--- src/design/crs_pkg.sv ---
// Shared types and constants for the cursor ring sequence block.
package crs_pkg;

	// Request operation codes
	localparam logic [2:0] KIND_PUSH_BEFORE = 3'd0;
	localparam logic [2:0] KIND_PUSH_AFTER  = 3'd1;
	localparam logic [2:0] KIND_REMOVE      = 3'd2;
	localparam logic [2:0] KIND_ROTATE      = 3'd3;
	localparam logic [2:0] KIND_CLEAR       = 3'd4;
	localparam logic [2:0] KIND_QUERY       = 3'd5;

	// Response status codes
	localparam logic [1:0] STATUS_OK    = 2'd0;
	localparam logic [1:0] STATUS_EMPTY = 2'd1;
	localparam logic [1:0] STATUS_FULL  = 2'd2;

	// Width of the rotation step and of the counter over its bits
	localparam int STEP_W     = 16;
	localparam int STEP_CNT_W = 4;

	typedef struct packed {
		logic [2:0]         kind;
		logic [31:0]        value;
		logic signed [15:0] step;
	} req_t;

	typedef struct packed {
		logic [31:0] current_value;
		logic [4:0]  element_total;
		logic        is_empty;
		logic [1:0]  status;
	} rsp_t;

	// Source select for one storage cell of the chain
	typedef enum logic [1:0] {
		CELL_HOLD       = 2'd0,
		CELL_LOAD       = 2'd1,
		CELL_FROM_LEFT  = 2'd2,
		CELL_FROM_RIGHT = 2'd3
	} cell_sel_t;

endpackage

--- src/design/crs_cell.sv ---
// One storage cell of the element chain, loading from a neighbor or a new value.
module crs_cell #(
	parameter int DATA_WIDTH = 32
) (
	input  logic                  clk,
	input  crs_pkg::cell_sel_t    sel,
	input  logic [DATA_WIDTH-1:0] left,
	input  logic [DATA_WIDTH-1:0] right,
	input  logic [DATA_WIDTH-1:0] load,
	output logic [DATA_WIDTH-1:0] data_q
);

	// Take the selected source, or hold
	always_ff @(posedge clk) begin
		unique case (sel)
			crs_pkg::CELL_LOAD:       data_q <= load;
			crs_pkg::CELL_FROM_LEFT:  data_q <= left;
			crs_pkg::CELL_FROM_RIGHT: data_q <= right;
			default:                  data_q <= data_q;
		endcase
	end

endmodule

--- src/design/crs_mod.sv ---
// Bit-serial remainder unit: step magnitude modulo element count, one bit a cycle.
module crs_mod #(
	parameter int CW = 5
) (
	input  logic                       clk,
	input  logic                       arst_n,
	input  logic                       start,
	input  logic [crs_pkg::STEP_W-1:0] dividend,
	input  logic [CW-1:0]              divisor,
	output logic                       done,
	output logic [CW-1:0]              rem
);

	logic                           busy_q;
	logic                           done_q;
	logic [crs_pkg::STEP_CNT_W-1:0] cnt_q;
	logic [crs_pkg::STEP_W-1:0]     num_q;
	logic [CW-1:0]                  den_q;
	logic [CW-1:0]                  rem_q;
	logic [CW:0]                    trial;
	logic [CW-1:0]                  rem_next;

	// Shift in the next dividend bit and subtract when it fits
	always_comb begin
		trial = {rem_q, num_q[crs_pkg::STEP_W-1]};
		if (trial >= {1'b0, den_q}) begin
			rem_next = CW'(trial - {1'b0, den_q});
		end else begin
			rem_next = trial[CW-1:0];
		end
	end

	// Control: count through the dividend bits
	always_ff @(posedge clk or negedge arst_n) begin
		if (!arst_n) begin
			busy_q <= 1'b0;
			done_q <= 1'b0;
			cnt_q  <= '0;
		end else begin
			done_q <= 1'b0;
			if (start) begin
				busy_q <= 1'b1;
				cnt_q  <= '0;
			end else if (busy_q) begin
				cnt_q <= cnt_q + 1'b1;
				if (cnt_q == crs_pkg::STEP_CNT_W'(crs_pkg::STEP_W - 1)) begin
					busy_q <= 1'b0;
					done_q <= 1'b1;
				end
			end
		end
	end

	// Datapath: partial remainder and shifted dividend
	always_ff @(posedge clk) begin
		if (start) begin
			num_q <= dividend;
			den_q <= divisor;
			rem_q <= '0;
		end else if (busy_q) begin
			num_q <= {num_q[crs_pkg::STEP_W-2:0], 1'b0};
			rem_q <= rem_next;
		end
	end

	assign done = done_q;
	assign rem  = rem_q;

endmodule

--- src/design/cursor_ring_sequence_unit.sv ---
// Top level of the cursor ring sequence: control, cell chain and response register.
// A request passes from idle to apply and then to respond, where the response is loaded;
// a rotate on a non-empty ring first waits in divide for the bit-serial remainder unit,
// which spends one cycle per step bit. Throughput: one request in flight; a new request is
// taken once the response is loaded, which rsp_stall can hold off.
// Reset: arst_n clears the count, cursor, control and response valid; cells hold no reset.
module cursor_ring_sequence_unit #(
	parameter int CAPACITY   = 16,
	parameter int DATA_WIDTH = 32
) (
	input  logic          clk,
	input  logic          arst_n,
	input  logic          req_valid,
	output logic          req_stall,
	input  crs_pkg::req_t req,
	output logic          rsp_valid,
	input  logic          rsp_stall,
	output crs_pkg::rsp_t rsp
);

	localparam int CW = $clog2(CAPACITY + 1);
	localparam int PW = $clog2(CAPACITY);

	typedef enum logic [3:0] {
		S_IDLE  = 4'b0001,
		S_DIV   = 4'b0010,
		S_APPLY = 4'b0100,
		S_RESP  = 4'b1000
	} state_t;

	state_t                state_q;
	crs_pkg::req_t         req_q;
	logic [CW-1:0]         count_q;
	logic [PW-1:0]         cursor_q;
	logic                  dropped_q;
	logic                  rsp_valid_q;
	crs_pkg::rsp_t         rsp_q;

	logic                  accept;
	logic                  rsp_load;
	logic                  div_start;
	logic                  div_done;
	logic [CW-1:0]         div_rem;
	logic [crs_pkg::STEP_W-1:0] step_mag;

	logic                  apply;
	logic                  full;
	logic                  empty;
	logic [CW-1:0]         count_d;
	logic [PW-1:0]         cursor_d;
	logic                  dropped_d;
	logic                  do_ins;
	logic                  do_rem;
	logic [CW-1:0]         ins_pos;
	logic [CW-1:0]         rot_add;
	logic [CW:0]           rot_sum;
	logic [CW:0]           rot_wrap;
	logic [PW-1:0]         rot_pos;

	logic [DATA_WIDTH-1:0] new_data;
	logic [DATA_WIDTH-1:0] cell_q [CAPACITY];
	crs_pkg::cell_sel_t    cell_sel [CAPACITY];
	logic [DATA_WIDTH-1:0] rd_data;

	assign accept    = req_valid && !req_stall;
	assign req_stall = (state_q != S_IDLE);
	assign rsp_load  = (state_q == S_RESP) && (!rsp_valid_q || !rsp_stall);
	assign apply     = (state_q == S_APPLY);
	assign full      = (count_q == CW'(CAPACITY));
	assign empty     = (count_q == '0);

	// Start the remainder unit on a rotate of a non-empty ring
	assign div_start = accept && (req.kind == crs_pkg::KIND_ROTATE) && !empty;
	assign step_mag  = req.step[crs_pkg::STEP_W-1] ?
		crs_pkg::STEP_W'(0 - $unsigned(req.step)) : $unsigned(req.step);

	crs_mod #(
		.CW(CW)
	) u_mod (
		.clk      (clk),
		.arst_n   (arst_n),
		.start    (div_start),
		.dividend (step_mag),
		.divisor  (count_q),
		.done     (div_done),
		.rem      (div_rem)
	);

	// Resolve the new cursor after rotation, forward or backward
	always_comb begin
		rot_add  = req_q.step[crs_pkg::STEP_W-1] ? CW'(count_q - div_rem) : div_rem;
		rot_sum  = {1'b0, CW'(cursor_q)} + {1'b0, rot_add};
		rot_wrap = (rot_sum >= {1'b0, count_q}) ? (rot_sum - {1'b0, count_q}) : rot_sum;
		rot_pos  = rot_wrap[PW-1:0];
	end

	// Work out the next count, cursor and chain operation
	always_comb begin
		count_d   = count_q;
		cursor_d  = cursor_q;
		dropped_d = 1'b0;
		do_ins    = 1'b0;
		do_rem    = 1'b0;
		ins_pos   = '0;
		unique case (req_q.kind)
			crs_pkg::KIND_PUSH_BEFORE, crs_pkg::KIND_PUSH_AFTER: begin
				if (full) begin
					dropped_d = 1'b1;
				end else if (empty) begin
					do_ins   = 1'b1;
					ins_pos  = '0;
					cursor_d = '0;
					count_d  = count_q + 1'b1;
				end else if (req_q.kind == crs_pkg::KIND_PUSH_BEFORE) begin
					do_ins   = 1'b1;
					ins_pos  = CW'(cursor_q);
					cursor_d = cursor_q + 1'b1;
					count_d  = count_q + 1'b1;
				end else begin
					do_ins   = 1'b1;
					ins_pos  = CW'(cursor_q) + 1'b1;
					count_d  = count_q + 1'b1;
				end
			end
			crs_pkg::KIND_REMOVE: begin
				if (!empty) begin
					do_rem  = 1'b1;
					count_d = count_q - 1'b1;
					if (CW'(cursor_q) >= count_d) begin
						cursor_d = '0;
					end
				end
			end
			crs_pkg::KIND_ROTATE: begin
				if (!empty) begin
					cursor_d = rot_pos;
				end
			end
			crs_pkg::KIND_CLEAR: begin
				count_d  = '0;
				cursor_d = '0;
			end
			default: begin
			end
		endcase
	end

	// Pick each cell's source: open a slot on insert, close the gap on remove
	always_comb begin
		for (int i = 0; i < CAPACITY; i++) begin
			cell_sel[i] = crs_pkg::CELL_HOLD;
			if (apply && do_ins) begin
				if (CW'(i) == ins_pos) begin
					cell_sel[i] = crs_pkg::CELL_LOAD;
				end else if (CW'(i) > ins_pos && CW'(i) <= count_q) begin
					cell_sel[i] = crs_pkg::CELL_FROM_LEFT;
				end
			end else if (apply && do_rem) begin
				if (CW'(i) >= CW'(cursor_q) && (CW'(i) + 1'b1) < count_q) begin
					cell_sel[i] = crs_pkg::CELL_FROM_RIGHT;
				end
			end
		end
	end

	assign new_data = DATA_WIDTH'(req_q.value);

	// Chain of cells, each wired to its two neighbors
	for (genvar g = 0; g < CAPACITY; g++) begin : g_chain
		logic [DATA_WIDTH-1:0] left_data;
		logic [DATA_WIDTH-1:0] right_data;
		if (g == 0) begin : g_first
			assign left_data = '0;
		end else begin : g_left
			assign left_data = cell_q[g-1];
		end
		if (g == CAPACITY - 1) begin : g_last
			assign right_data = '0;
		end else begin : g_right
			assign right_data = cell_q[g+1];
		end
		crs_cell #(
			.DATA_WIDTH(DATA_WIDTH)
		) u_cell (
			.clk    (clk),
			.sel    (cell_sel[g]),
			.left   (left_data),
			.right  (right_data),
			.load   (new_data),
			.data_q (cell_q[g])
		);
	end

	assign rd_data = cell_q[cursor_q];

	// Sequence the request through divide, apply and respond
	always_ff @(posedge clk or negedge arst_n) begin
		if (!arst_n) begin
			state_q   <= S_IDLE;
			count_q   <= '0;
			cursor_q  <= '0;
			dropped_q <= 1'b0;
		end else begin
			unique case (state_q)
				S_IDLE: begin
					if (accept) begin
						state_q <= div_start ? S_DIV : S_APPLY;
					end
				end
				S_DIV: begin
					if (div_done) begin
						state_q <= S_APPLY;
					end
				end
				S_APPLY: begin
					count_q   <= count_d;
					cursor_q  <= cursor_d;
					dropped_q <= dropped_d;
					state_q   <= S_RESP;
				end
				S_RESP: begin
					if (rsp_load) begin
						state_q <= S_IDLE;
					end
				end
				default: begin
					state_q <= S_IDLE;
				end
			endcase
		end
	end

	// Capture the request payload
	always_ff @(posedge clk) begin
		if (accept) begin
			req_q <= req;
		end
	end

	// Hold the response until taken
	always_ff @(posedge clk or negedge arst_n) begin
		if (!arst_n) begin
			rsp_valid_q <= 1'b0;
		end else if (rsp_load) begin
			rsp_valid_q <= 1'b1;
		end else if (!rsp_stall) begin
			rsp_valid_q <= 1'b0;
		end
	end

	always_ff @(posedge clk) begin
		if (rsp_load) begin
			if (empty) begin
				rsp_q.current_value <= '0;
				rsp_q.element_total <= '0;
				rsp_q.is_empty      <= 1'b1;
				rsp_q.status        <= dropped_q ? crs_pkg::STATUS_FULL : crs_pkg::STATUS_EMPTY;
			end else begin
				rsp_q.current_value <= 32'(rd_data);
				rsp_q.element_total <= 5'(count_q);
				rsp_q.is_empty      <= 1'b0;
				rsp_q.status        <= dropped_q ? crs_pkg::STATUS_FULL : crs_pkg::STATUS_OK;
			end
		end
	end

	assign rsp_valid = rsp_valid_q;
	assign rsp       = rsp_q;

	// Count stays within capacity
	a_count_bound: assert property (@(posedge clk) disable iff (!arst_n)
		count_q <= CW'(CAPACITY))
		else $error("element count above capacity");

	// Cursor points at a held element, or at zero when empty
	a_cursor_range: assert property (@(posedge clk) disable iff (!arst_n)
		(empty && cursor_q == '0) || (!empty && CW'(cursor_q) < count_q))
		else $error("cursor outside the held elements");

	// Remainder completes only while a rotate waits for it
	a_div_state: assert property (@(posedge clk) disable iff (!arst_n)
		div_done |-> (state_q == S_DIV))
		else $error("remainder done outside divide state");

	// Empty response carries a zero count and value
	a_empty_rsp: assert property (@(posedge clk) disable iff (!arst_n)
		(rsp_valid && rsp.is_empty) |-> (rsp.element_total == '0 && rsp.current_value == '0))
		else $error("empty response with nonzero fields");

endmodule

--- config.mk ---
export PLATFORM = sky130hd
export DESIGN_NAME = cursor_ring_sequence_unit
export DESIGN_NICKNAME = d
export VERILOG_FILES = /design/src/design/crs_pkg.sv /design/src/design/crs_cell.sv /design/src/design/crs_mod.sv /design/src/design/cursor_ring_sequence_unit.sv
export SDC_FILE = /design/constraint.sdc
export NUM_CORES = 1
export LEC_CHECK = 0
export BUFFER_PORTS_ARGS = -buffer_cell sky130_fd_sc_hd__buf_2
export CAP_MARGIN = 30
export CORE_ASPECT_RATIO = 0.5
export CORE_MARGIN = 5
export CORE_UTILIZATION = 45
export CTS_BUF_LIST = sky130_fd_sc_hd__clkbuf_16
export DETAILED_ROUTE_END_ITERATION = 8
export GPL_ROUTABILITY_DRIVEN = 0
export SLEW_MARGIN = 25
export SYNTH_ARGS = -nofsm -noshare
export SYNTH_HDL_FRONTEND = slang
export SYNTH_SLANG_ARGS = --single-unit
--- constraint.sdc ---
create_clock -name clk -period 11.8 [get_ports clk]
set_input_delay 0.59 -clock clk [delete_from_list [all_inputs] [get_ports clk]]
set_output_delay 0.59 -clock clk [all_outputs]
set_load 0.03 [all_outputs]
==> results of run 1 <==
## layout by cell type, fill, tap and decap left out, drive strengths merged, types with 44 or more instances in the layout
cell | synthesis | final
clkinv | 32 | 60
o21ai | 119 | 119
a22oi | 302 | 302
mux4 | 160 | 160
buf | 88 | 170
nor2 | 46 | 46
nand2 | 411 | 411
edfxtp | 609 | 609
nor3 | 134 | 134
nand3 | 46 | 46
o31ai | 146 | 146
clkbuf | 176 | 58
a221o | 110 | 110
a21o | 44 | 44
## state kept, by name, summed over array words and instances, names as in the netlist
register / cells
rsp_valid: 1
dropped_q: 1
u_mod.num_q: 16
req_q: 4
u_mod.cnt_q: 4
cursor_q: 4
rsp: 40
count_q: 5
state_q: 4
u_mod.busy_q: 1
u_mod.done: 1
u_mod.den_q: 5
g_chain.u_cell.data_q: 512
u_mod.rem: 5
new_data: 32
## metal layers
metal,GRT usage [%],part of all wire [%]
met1,40.3,42
met3,8.32,14
met4,7.02,2.6
met2,39.7,42
met5,0.468,0
## final timing paths
path | start | end | slack [ns]
max | count_q[1] | g_chain[11].u_cell.data_q[26] | 6.91
min | req[26] | new_data[10] | 0.09
max reg2reg | count_q[1] | g_chain[11].u_cell.data_q[26] | 6.91
min reg2reg | dropped_q | rsp[1] | 0.46
max in group asynchronous | arst_n | cursor_q[0] | 10.90
min in group asynchronous | arst_n | cursor_q[1] | 0.48
## cell type report
cell class / count / area, sq um / share of cell area [%]
repair buffers: 171 / 1180 / 3.06
inverters: 63 / 236 / 0.613
well taps: 1036 / 1300 / 3.36
multi-input cells: 1862 / 15000 / 38.8
flip-flops and latches: 635 / 18900 / 49.1
clock inverters: 51 / 500 / 1.30
clock buffers: 58 / 1450 / 3.77
## power by group
group          internal (uW)  switching (uW)
registers               2830             284
clock network           1100             907
logic                   1230            1620
total                   5160            2810
## logic make-up after synthesis
logic type / count (synthesis)
AOI/OAI and AO/OA: 857
and+or+nand+nor: 765
DFF: 635
buffers and inverters: 327
muxes: 170
adders and majority gates: 37
xor gates and xnor gates: 33
## what timing repair did
action,in CTS,in global routing
setup buffers,0,0
hold endpoints to repair,20,0
hold buffers,1,0
## metrics by stage
step	worst slack [ns]	total power [uW]	cell area, sq um	cells
after floorplan	6.07	5060	34700	2824
after global placement	6.83	5890	36400	3758
after detailed placement	6.96	5960	36500	3763
after CTS	6.92	7950	38500	3873
after global routing	6.70	8350	38500	3876
final	6.91	7960	38500	3876
==> impl_metrics.tcl, run 1 <==
set metrics [dict create \
    min_period_ns 4.89 \
    wl_microns 116000 \
    synth_compound_area_share_pct 18.6 \
    crit_chain "inv_1, ha_1, or3b_1, nand2_1, o21ai_2, a211oi_4, buf_4, nor2_1, o21ai_4, buf_4" \
    clk_latency_ns 0.67 \
    syn-cell-area_sq_mm 0.0347 \
    crit_arrival_ns 5.16 \
    track_usage_pct 27.4 \
    cts.sinks 635 \
    slew_violations 0 \
    synthArstFlopShare_pct 3.31 \
    nNetsFinal 2883 \
    cap_viol_max_count 0 \
    ios 97 \
    clock.fmax_mhz 205 \
    grt_first_pass_wirelength_microns 171000 \
    syn_to_final_growth_pct 11.1 \
    synth_edf_count 609 \
    htreeDepth 2 \
    grt_pass1_vias 25200 \
    synth_seq_cells 635 \
    postRouteAntennaNets 0 \
    path_max_fanout 65 \
    irDropWorstVdd_v 0.000142 \
    avgSynthCellArea_sq_um 12.3 \
    timing.critical_path.max_delay_family "buffers and inverters" \
    synth-seq-area-share_pct 54.5 \
    drc 0 \
    worst_setup_path_end_kind "flop" \
    p_per_area_mw_per_mm2 207 \
    synth_cell_types 79 \
    numCtsBuffers 58 \
    cts.clk_slew.worst_paths_ns 0.07 \
    die_w_microns 403 \
    final_util_pct 50.2 \
    rows 72 \
    startpoint_type "flop" \
    antenna_found_initial 2 \
    fin_crit_sh_pct 41.4 \
    clockBufferDepth 3 \
    crit_slowest_cell "buf_4" \
    synth.most_common_cell "edfxtp_1" \
    cp.required_ns 12.08 \
    max_stage_delay_ns 0.73 \
    synth_top_family_by_area "compound AO/OA/AOI/OAI gates" \
    dr.pass1.iters 6 \
    slew-limit-headroom_pct 29.4 \
    yosys.area_share.xor_xnor_pct 0.833 \
    rsz0062_at_grt "false" \
    yosys.area_share.adder_pct 1.42 \
    critPathBufInv 3 \
    fp.dieH_microns 206 \
    synthFlopType "edfxtp_1" \
    path_class "reg2reg" \
    drtIter0Drc 3636 \
    worst-path-stages 10 \
    core_area_sq_mm 0.0768 \
    synthTopCellsByCount "609 x edfxtp_1, 411 x nand2_1, 302 x a22oi_1, 170 x clkbuf_1, 160 x mux4_2" \
    critPathMostFrequentCell "buf_4" \
    yosysTopAreaCell "edfxtp_1" \
    synthMuxAreaShare_pct 10.7 \
    worstRegToRegCells 10 \
    synth_top_area_share_pct 52.7 \
    dieArea_sq_mm 0.0831 \
    yosys_warnings 0 \
    routed_via_density 6.93 \
    n_antenna_cell 0 \
    tightest_slew_ns 1.06 \
    cts_tree "done" \
    initial_core_util_pct 45.1 \
    cts_root_buf "clkbuf_16" \
    hpwlAfterDp_microns 69600 \
    grt_start_max_net_pins 100 \
    hold_viol 0 \
    whs_path_depth 1 \
    syn_nets 2916 \
    hp-class "in2reg" \
    fillers 6585 \
    grt_overflow_total 0 \
    num_vias 26900 \
    drive_gt1_share_pct 17.3 \
    synth-simple-area-share_pct 10.1 \
    status "finished clean" \
    io_buffers 96 \
    post_cts_resize_count 0 \
    skew_ns 0.0570 \
    tns_ns 0 \
    setup_viol 0 \
    synthTopCellsByArea "edfxtp_1 53%, mux4_2 10%, a22oi_1 6.5%" \
    synthCells 2824 \
    avgRoutedWirePerCell_microns 30.0 \
    total_leakage_power_uw 0.0128 \
    timing.hold.ws_ns 0.0910 \
]
Power figures use the tool's default switching activity.
==> run 2, diff against run 1 <==
Settings changed: ABC_AREA set to 1.
Clock period 11.8 ns to 4 ns, I/O delays scaled along.
==> impl_metrics.tcl, run 2 <==
set metrics [dict create \
    crit_slowest_cell "fa_1" \
    multiInputGateArea_sq_mm 0.0152 \
    power_uw 27100 \
    grt_overflow_total 0 \
    crit_arrival_ns 4.20 \
    stdcell_count 5464 \
    slew-limit-headroom_pct 31.9 \
    worst_slack_ns 0.352 \
    grt_start_max_net_pins 189 \
    clock.fmax_mhz 274 \
    synthFlopType "edfxtp_1" \
    max_stage_delay_ns 0.41 \
    syn-cell-area_sq_mm 0.0366 \
    final_common_cell "nand2_1" \
    io_buffers 96 \
    synth.most_common_cell "nand2_1" \
    hp-class "in2async" \
    fillers 7583 \
    syn_nets 4433 \
    num_vias 34500 \
    htreeDepth 3 \
    worst_setup_path_end_kind "flop" \
    cts_tree "done" \
    cts.sinks 635 \
    routed_via_density 6.32 \
    timing.critical_path.max_delay_family "adder cells" \
    hold_viol 0 \
    min_period_ns 3.65 \
    core_area_sq_mm 0.0800 \
    worstRegToRegCells 18 \
    avgRoutedWirePerCell_microns 25.1 \
    place_area_sq_mm 0.0382 \
    final_area_sq_mm 0.0410 \
    cts.clk_slew.worst_paths_ns 0.06 \
    rows 73 \
    synth-seq-area-share_pct 51.7 \
    synth_top_area_share_pct 50.0 \
    synth_seq_cells 635 \
    irDropWorstVdd_v 0.000938 \
    synth_edf_count 609 \
    nNetsFinal 4419 \
    grt_first_pass_wirelength_microns 206000 \
    dieArea_sq_mm 0.0875 \
    path_max_fanout 10 \
    final_cell_mix "1,101 x nand2_1, 609 x edfxtp_1, 569 x nand3_1" \
    critPathBufInv 2 \
    yosys_warnings 0 \
    skew_ns 0.0286 \
    crit_chain "inv_2, ha_1, fa_1, xor2_1, o21ai_0, ha_1, a21oi_1, nand3_1, nand2_1, inv_1, ha_1, nand3_1, nand3b_1, a21oi_1, nand2_1, nand2_1, nand3_1, a21oi_1" \
    p_per_area_mw_per_mm2 660 \
    rsz0062_at_grt "false" \
    yosysTopAreaCell "edfxtp_1" \
    drtIter0Drc 5135 \
    synth_cell_types 51 \
    clockBufferDepth 3 \
    worst-path-stages 18 \
    hpwlAfterDp_microns 90200 \
    setup_viol 0 \
    r2r_start "count_q[0]" \
    initial_core_util_pct 45.7 \
    dp_cells 5290 \
    fin_crit_sh_pct 91.2 \
    drive_gt1_share_pct 9.14 \
    cap_viol_max_count 0 \
    die_w_microns 413 \
    dr.pass1.iters 6 \
    cts_root_buf "clkbuf_16" \
    place_ws_ns 0.416 \
    synthArstFlopShare_pct 3.31 \
    largest-register "g_chain.u_cell.data_q" \
    antenna_found_initial 2 \
    startpoint_type "flop" \
    avgSynthCellArea_sq_um 8.43 \
    post_cts_resize_count 0 \
    tns_ns 0 \
    path_class "reg2reg" \
    slew_violations 0 \
    ios 97 \
    largest_register_ff_count 512 \
    track_usage_pct 30.8 \
    tightest_slew_ns 1.02 \
    total_leakage_power_uw 0.0158 \
    regArea_sq_mm 0.0189 \
    syn_to_final_growth_pct 12.0 \
    postRouteAntennaNets 0 \
    wl_microns 137000 \
    n_antenna_cell 0 \
    drc 0 \
    synthTopCellsByArea "edfxtp_1 50%, nand2_1 11%, nand3_1 7.8%" \
    synthCells 4341 \
    numCtsBuffers 66 \
    synthTopCellsByCount "1,104 x nand2_1, 609 x edfxtp_1, 574 x nand3_1, 444 x o21ai_0, 323 x inv_1" \
    fp.dieH_microns 212 \
    critPathLaunch "count_q[0]" \
    clk_latency_ns 0.66 \
    grt_pass1_vias 33000 \
    status "finished clean" \
    cp.required_ns 4.55 \
]
[run 2: cell count changes after synthesis, moves of 65 or more]
cell	delta
o211ai_1	+173
o31ai_1	-143
mux4_2	-160
a221o_1	-110
o21ai_0	+331
nand3_1	+528
a21oi_1	+194
a22oi_1	-302
nor3_1	-122
nand2_1	+693
nor2_1	+144
inv_1	+292
nand4_1	+65
[run 2: through the flow]
step                utilization (%)  hold slack (ns)
finish                         51.2           0.0611
global route                   51.2           0.0963
CTS                            51.1           0.0415
detailed placement             47.7            0.202
global placement               47.7            0.197
floorplan                         -          -0.0956
[run 2: cells by family after synthesis]
logic type	count (synthesis)	share of synthesized area [%]
xor+xnor	23	0.550
fa+ha+maj	37	1.35
buf+inv	688	7.37
flops	635	51.7
compound gates	965	15.5
simple gates	1993	23.5
[run 2: path summary, 6_finish.rpt]
check / endpoint / slack [ns]
worst max-delay path: cursor_q[0] / 0.35
worst min-delay path: u_mod.cnt_q[3] / 0.06
worst max register to register: cursor_q[0] / 0.35
worst min register to register: rsp[1] / 0.48
max in group asynchronous: cursor_q[0] / 3.56
min in group clk: u_mod.num_q[15] / 0.09
[run 2: worst reg2reg max path, cell delays in order (launching register included)]
cell,delay [ns]
dfrtp_1,0.35
inv_2,0.10
ha_1,0.25
fa_1,0.41
xor2_1,0.17
o21ai_0,0.16
ha_1,0.30
a21oi_1,0.20
nand3_1,0.11
nand2_1,0.10
inv_1,0.05
ha_1,0.31
nand3_1,0.10
nand3b_1,0.09
a21oi_1,0.35
nand2_1,0.19
nand2_1,0.10
nand3_1,0.08
a21oi_1,0.17
[run 2: where the power goes]
part	switching, uW	leakage, uW	internal, uW
registers	824	0.00582	8600
logic	7860	0.00887	3250
clock network	2810	0.00112	3720
[run 2: routing by layer]
metal / global-route usage (%) / up-vias / wire [microns]
met5: 0 / - / 12
met2: 46.8 / 2413 / 59900
met1: 43.8 / 16700 / 55600
met4: 10.9 / 2 / 4900
li1: - / 15100 / -
met3: 6.63 / 320 / 16800
[run 2: cell type report]
class,instances,area share (%)
Clock buffer,71,4.34
Multi-Input combinational cell,3018,37.1
Inverter,342,3.14
Sequential cell,635,46.2
Tap cell,1087,3.32
Timing Repair Buffer,264,4.92
Clock inverter,47,1.02
[run 2: repair_timing]
item,4_1_cts,5_1_grt
endpoints found under the setup margin,0,0
hold buffers,52,0
setup buffers,0,0
hold endpoints to repair,75,0
